## src/hw/rtl/kpne_pkg.sv

```systemverilog
// Shared types, codes and the keypad layout table for the keypad number entry scanner.
// No dependencies; every other file but kpne_req_if imports this package.
package kpne_pkg;

   localparam int MAX_DIGITS_DEF = 3;
   localparam int LOCK_W         = 20;
   localparam int NUM_W          = 10;
   localparam logic [LOCK_W-1:0] LOCKOUT_RESET = 20'd250000;

   // Key codes: digits are 0..9, then the two command keys
   localparam logic [3:0] KEY_CLEAR = 4'd10;
   localparam logic [3:0] KEY_ENTER = 4'd11;

   typedef enum logic [1:0] {
      EV_NONE   = 2'd0,
      EV_NUMBER = 2'd1,
      EV_CANCEL = 2'd2,
      EV_ABORT  = 2'd3
   } event_type;

   typedef struct packed {
      logic [1:0]       row_drive;
      event_type        event_res;
      logic [NUM_W-1:0] number;
      logic [1:0]       digit_count;
   } rsp_type;

   // Layout, top row first: 1 2 3 / 4 5 6 / 7 8 9 / A 0 P
   function automatic logic [3:0] key_lut(input logic [1:0] row, input logic [1:0] col);
      logic [3:0] key;
      unique case ({row, col})
         4'b00_00: key = 4'd1;
         4'b00_01: key = 4'd2;
         4'b01_00: key = 4'd4;
         4'b01_01: key = 4'd5;
         4'b01_10: key = 4'd6;
         4'b10_00: key = 4'd7;
         4'b10_01: key = 4'd8;
         4'b10_10: key = 4'd9;
         4'b11_00: key = KEY_CLEAR;
         4'b11_01: key = 4'd0;
         4'b11_10: key = KEY_ENTER;
         default:  key = 4'd3;
      endcase
      return key;
   endfunction

endpackage

```

## src/hw/rtl/kpne_scan_core.sv

```systemverilog
// Scan state (row, lockout, entry accumulator) and the per-request update logic.
// Depends on kpne_pkg.
module kpne_scan_core
   import kpne_pkg::*;
#(
   parameter int MAX_DIGITS = MAX_DIGITS_DEF
) (
   input  logic              clock,
   input  logic              reset,
   input  logic              csr_we,
   input  logic [LOCK_W-1:0] csr_wdata,
   input  logic              take,
   input  logic [2:0]        column_lines,
   input  logic              abort,
   output rsp_type           result
);

   localparam int HELD_W = $clog2(MAX_DIGITS + 1);
   localparam logic [HELD_W-1:0] HELD_MAX = HELD_W'(MAX_DIGITS);

   logic [LOCK_W-1:0] lockout_ticks_ff, lockout_ticks_in;
   logic [LOCK_W-1:0] lock_cnt_ff, lock_cnt_in;
   logic [1:0]        row_ff, row_in;
   logic [HELD_W-1:0] held_ff, held_in;
   logic [NUM_W-1:0]  acc_ff, acc_in;
   logic [1:0]        col;
   logic [3:0]        key;
   event_type         ev;
   logic [NUM_W-1:0]  value;
   logic [31:0]       held_wide;

   assign lockout_ticks_in = csr_we ? csr_wdata : lockout_ticks_ff;

   always_comb begin
      priority if (column_lines[0]) col = 2'd0;
      else if (column_lines[1])     col = 2'd1;
      else                          col = 2'd2;
   end

   assign key = key_lut(row_ff, col);

   always_comb begin
      row_in      = row_ff;
      lock_cnt_in = lock_cnt_ff;
      held_in     = held_ff;
      acc_in      = acc_ff;
      ev          = EV_NONE;
      value       = '0;
      priority if (abort) begin
         ev          = EV_ABORT;
         held_in     = '0;
         acc_in      = '0;
         lock_cnt_in = '0;
         row_in      = 2'd0;
      end else if (lock_cnt_ff != '0) begin
         lock_cnt_in = lock_cnt_ff - 1'b1;
      end else if (column_lines != 3'b000) begin
         row_in      = 2'd0;
         lock_cnt_in = lockout_ticks_ff;
         // a digit key on a full entry matches no arm and is dropped
         if (key == KEY_ENTER) begin
            ev      = EV_NUMBER;
            value   = acc_ff;
            held_in = '0;
            acc_in  = '0;
         end else if (key == KEY_CLEAR) begin
            if (held_ff == '0) begin
               ev = EV_CANCEL;
            end
            held_in = '0;
            acc_in  = '0;
         end else if (held_ff < HELD_MAX) begin
            // running value mod 1024: acc*10 + key
            acc_in  = NUM_W'({acc_ff, 3'b000}) + NUM_W'({acc_ff, 1'b0}) + NUM_W'(key);
            held_in = held_ff + 1'b1;
         end
      end else begin
         row_in = row_ff + 2'd1;
      end
   end

   assign held_wide          = 32'(held_in);
   assign result.row_drive   = row_in;
   assign result.event_res   = ev;
   assign result.number      = value;
   assign result.digit_count = held_wide[1:0];

   always_ff @(posedge clock) begin
      if (reset) begin
         lockout_ticks_ff <= LOCKOUT_RESET;
         lock_cnt_ff      <= '0;
         row_ff           <= 2'd0;
         held_ff          <= '0;
         acc_ff           <= '0;
      end else begin
         lockout_ticks_ff <= lockout_ticks_in;
         if (take) begin
            lock_cnt_ff <= lock_cnt_in;
            row_ff      <= row_in;
            held_ff     <= held_in;
            acc_ff      <= acc_in;
         end
      end
   end

endmodule

```

## config.mk

```make
export PLATFORM = sky130hd
export DESIGN_NAME = kpne_scan_core
export DESIGN_NICKNAME = d
export VERILOG_FILES = /design/src/hw/rtl/kpne_pkg.sv /design/src/hw/rtl/kpne_scan_core.sv
export SDC_FILE = /design/constraint.sdc
export NUM_CORES = 1
export LEC_CHECK = 0
export BUFFER_PORTS_ARGS = -buffer_cell sky130_fd_sc_hd__buf_2
export CAP_MARGIN = 5
export CORE_ASPECT_RATIO = 1.25
export CORE_UTILIZATION = 59
export CTS_BUF_LIST = sky130_fd_sc_hd__clkbuf_4 sky130_fd_sc_hd__clkbuf_8
export CTS_CLUSTER_DIAMETER = 30
export CTS_CLUSTER_SIZE = 12
export DETAILED_ROUTE_END_ITERATION = 10
export GPL_TIMING_DRIVEN = 0
export HOLD_SLACK_MARGIN = 0.06
export PLACE_DENSITY = 0.78
export SYNTH_ARGS = -nofsm -noshare
export SYNTH_HDL_FRONTEND = slang
export SYNTH_SLANG_ARGS = --single-unit
```

## constraint.sdc

```tcl
create_clock -name clock -period 3.2 [get_ports clock]
set_input_delay 0 -clock clock [delete_from_list [all_inputs] [get_ports clock]]
set_output_delay 0 -clock clock [all_outputs]
set_load 0.05 [all_outputs]
```

==> impl_metrics.py <==
metrics = {
    "timing": {
        "fin_skew_ps": 10.2,
        "fmax_ghz": 0.337,
        "drv_slew": 0,
        "fin_crit_ps": 2970,
        "grt_setup_unrepaired": "no",
        "setup_violations": 0,
        "holdWs_ps": 68.4,
        "worst_slack_ps": 231,
        "finalSetupTns_ps": 0,
        "slew_headroom_pct": 44.7,
        "period_share_pct": 92.8,
        "hold_viol_final": 0,
        "tightest_slew_ps": 829,
    },
    "floorplan": {
        "die_h_um": 87.6,
        "coreArea_mm2": 0.00556,
        "die_x_um": 70.5,
        "initial_core_util_pct": 62.3,
        "rows": 30,
        "ios": 44,
        "fp.dieArea_mm2": 0.00618,
    },
    "cells_and_area": {
        "fillers": 470,
        "drive_gt1_share_pct": 12.9,
        "syn_to_final_growth_pct": 17.4,
        "stdcell_count": 559,
        "fin_area_mm2": 0.00407,
        "layout_common_cells": "dfxtp_1 (54), buf_2 (43), nand2_1 (33)",
        "layout_commonest_cell": "dfxtp_1",
        "nNetsFinal": 541,
        "antenna_cells": 0,
        "fin_util_pct": 73.2,
    },
    "clock_network": {
        "htreeDepth": 2,
        "cts_tree": "built",
        "root_buffer": "clkbuf_8",
        "clockBufferDepth": 2,
        "cts_buffers": 5,
        "clk_latency_ps": 320,
        "cts.clk_slew.worst_paths_ps": 100,
        "clkSinkCount": 54,
    },
    "detailed_routing": {
        "wl_per_cell_um": 16.7,
        "postRouteAntennaNets": 0,
        "drc": 10,
        "drt_wl_total_mm": 9.31,
        "first_iter_violations": 258,
        "vias": 3540,
        "firstDrtPassIters": 8,
        "drt-vias-per-instance": 6.33,
    },
    "critical_path": {
        "criticalPathCategory": "register to primary output",
        "cpMostUsedCell": "buf_2",
        "slowest_stage": "or4_1",
        "worstPathMaxFanout": 10,
        "slowest_delay_ps": 530,
        "r2r_slack_ps": 250,
        "cp_data_arrival_time_ps": 2970,
        "endpoint_kind": "primary output",
        "worstPathCellList": "buf_2 -> or4_1 -> buf_2 -> nor4_4 -> nand4_1 -> nor3_4 -> and2_1 -> buf_2",
        "worstPathRequired_ps": 3200,
        "start_kind": "register",
    },
    "hold_path": {
        "hold_class": "input port to register",
    },
    "grt": {
        "grt_pass1_wl_mm": 15.6,
        "grt_max_degree": 17,
        "grt_pass1_vias": 3427,
        "overflow": 0,
        "grt_antenna_before_repair": 0,
        "track_usage_pct": 31.7,
    },
    "logic_synthesis": {
        "syn_inst": 426,
        "synth_top_flop_cell": "dfxtp_1",
        "syn_area_mm2": 0.00346,
        "synth_sequential_area_ratio_pct": 31.2,
        "synth.avg_cell_area_um2": 8.13,
        "synth_warnings": 0,
        "synthArstFlopShare_pct": 0,
        "postSynthRegisterBits": 54,
        "synth_fp_nets": 473,
        "synth_edf_count": 0,
        "ys_types": 59,
    },
    "placed_design": {
        "dp_hpwl_mm": 6.72,
        "placed_cells": 529,
        "finalWeightedCongestion": 0.918,
        "post_dp_cell_area_mm2": 0.00374,
        "numPortBuffers": 39,
        "place_ws_ps": 94.9,
    },
    "power": {
        "cellPowerDensity_mw_per_mm2": 930,
        "p_total_mw": 3.78,
        "ir_drop_mv": 0.504,
        "leakage_nw": 1.76,
    },
    "run_status": {
        "violations": "DRC",
        "status": "finished with violations",
    },
    "flow_run": {
        "cap_violations": 0,
    },
}
sequential cells by signal (all words and copies together), names as in the netlist:
name	count
lockout_ticks_ff	20
held_ff	2
row_ff	2
lock_cnt_ff	20
acc_ff	10
logic make-up after synthesis:
family	count (synthesis)	share of synthesized area, %
AOI/OAI and AO/OA	124	24.2
and+or+nand+nor	164	25.8
adders and majority gates	19	7.30
DFF	54	31.2
buffers and inverters	39	4.37
xor gates and xnor gates	12	3.04
muxes	14	4.05
synthesized netlist by cell type (all sizes together) (4+ instances only):
library cell	instances	area, um2
a211oi	6	45.0
nor3	19	100
or3	6	37.5
nand2b	9	56.3
a21oi	32	160
dfxtp	54	1080
o21ai	24	120
nor2b	12	75.1
xor2	6	52.6
buf	5	23.8
inv	8	30.0
o21bai	4	30.0
nor2	27	101
xnor2	6	52.6
a21o	4	30.0
nand4	11	68.8
a211o	8	70.1
a31oi	7	50.1
and2	11	68.8
mux2i	14	140
a221oi	4	35.0
nor4	7	73.8
clkbuf	25	93.8
nand2	33	124
o211ai	6	45.0
ha	17	213
nand3	12	60.1
or4	7	52.6
report_power, final:
part / switching, mW / internal [mW]
Sequential: 0.137 / 0.787
Clock: 0.235 / 0.199
Combinational: 1.58 / 0.841
Total: 1.96 / 1.83
critical path, delay by kind of cell (launching register included):
family,cells,cell delay [ps]
buf+inv,3,600
flops,1,310
simple gates,5,1740
area by class of cell:
class | instances | area (um2) | area share [%]
multi-input combinational | 333 | 2240 | 55.0
timing repair buffer | 61 | 410 | 10.1
inverter | 9 | 33.8 | 0.831
sequential | 54 | 1080 | 26.6
buffer | 30 | 119 | 2.92
tap | 64 | 80.1 | 1.97
clock inverter | 1 | 8.76 | 0.215
clock buffer | 7 | 96.3 | 2.37
worst paths after layout:
kind	start	to	cells past startpoint
worst max-delay path	lock_cnt_ff[4]	result[11]	8
worst min-delay path	take	held_ff[0]	3
worst max register to register	row_ff[0]	acc_ff[8]	10
worst min register to register	lock_cnt_ff[7]	lock_cnt_ff[7]	2
what timing repair did:
action,CTS,global route
gates resized for setup,1,2
buffers inserted,0,2
pin swaps,0,1
hold buffers,20,0
gates cloned,0,0
setup endpoints to repair,10,11
hold endpoints to repair,20,0
per-layer routing:
| layer | wire length [um] | GRT usage, % | vias up |
|---|---|---|---|
| met5 | 0 | 0 | - |
| met4 | 287 | 13.5 | 0 |
| met3 | 505 | 4.72 | 28 |
| met2 | 4800 | 61.4 | 147 |
| met1 | 3720 | 34.3 | 1644 |
| li1 | - | - | 1721 |
No activity file was read; power rests on OpenSTA's default activity.
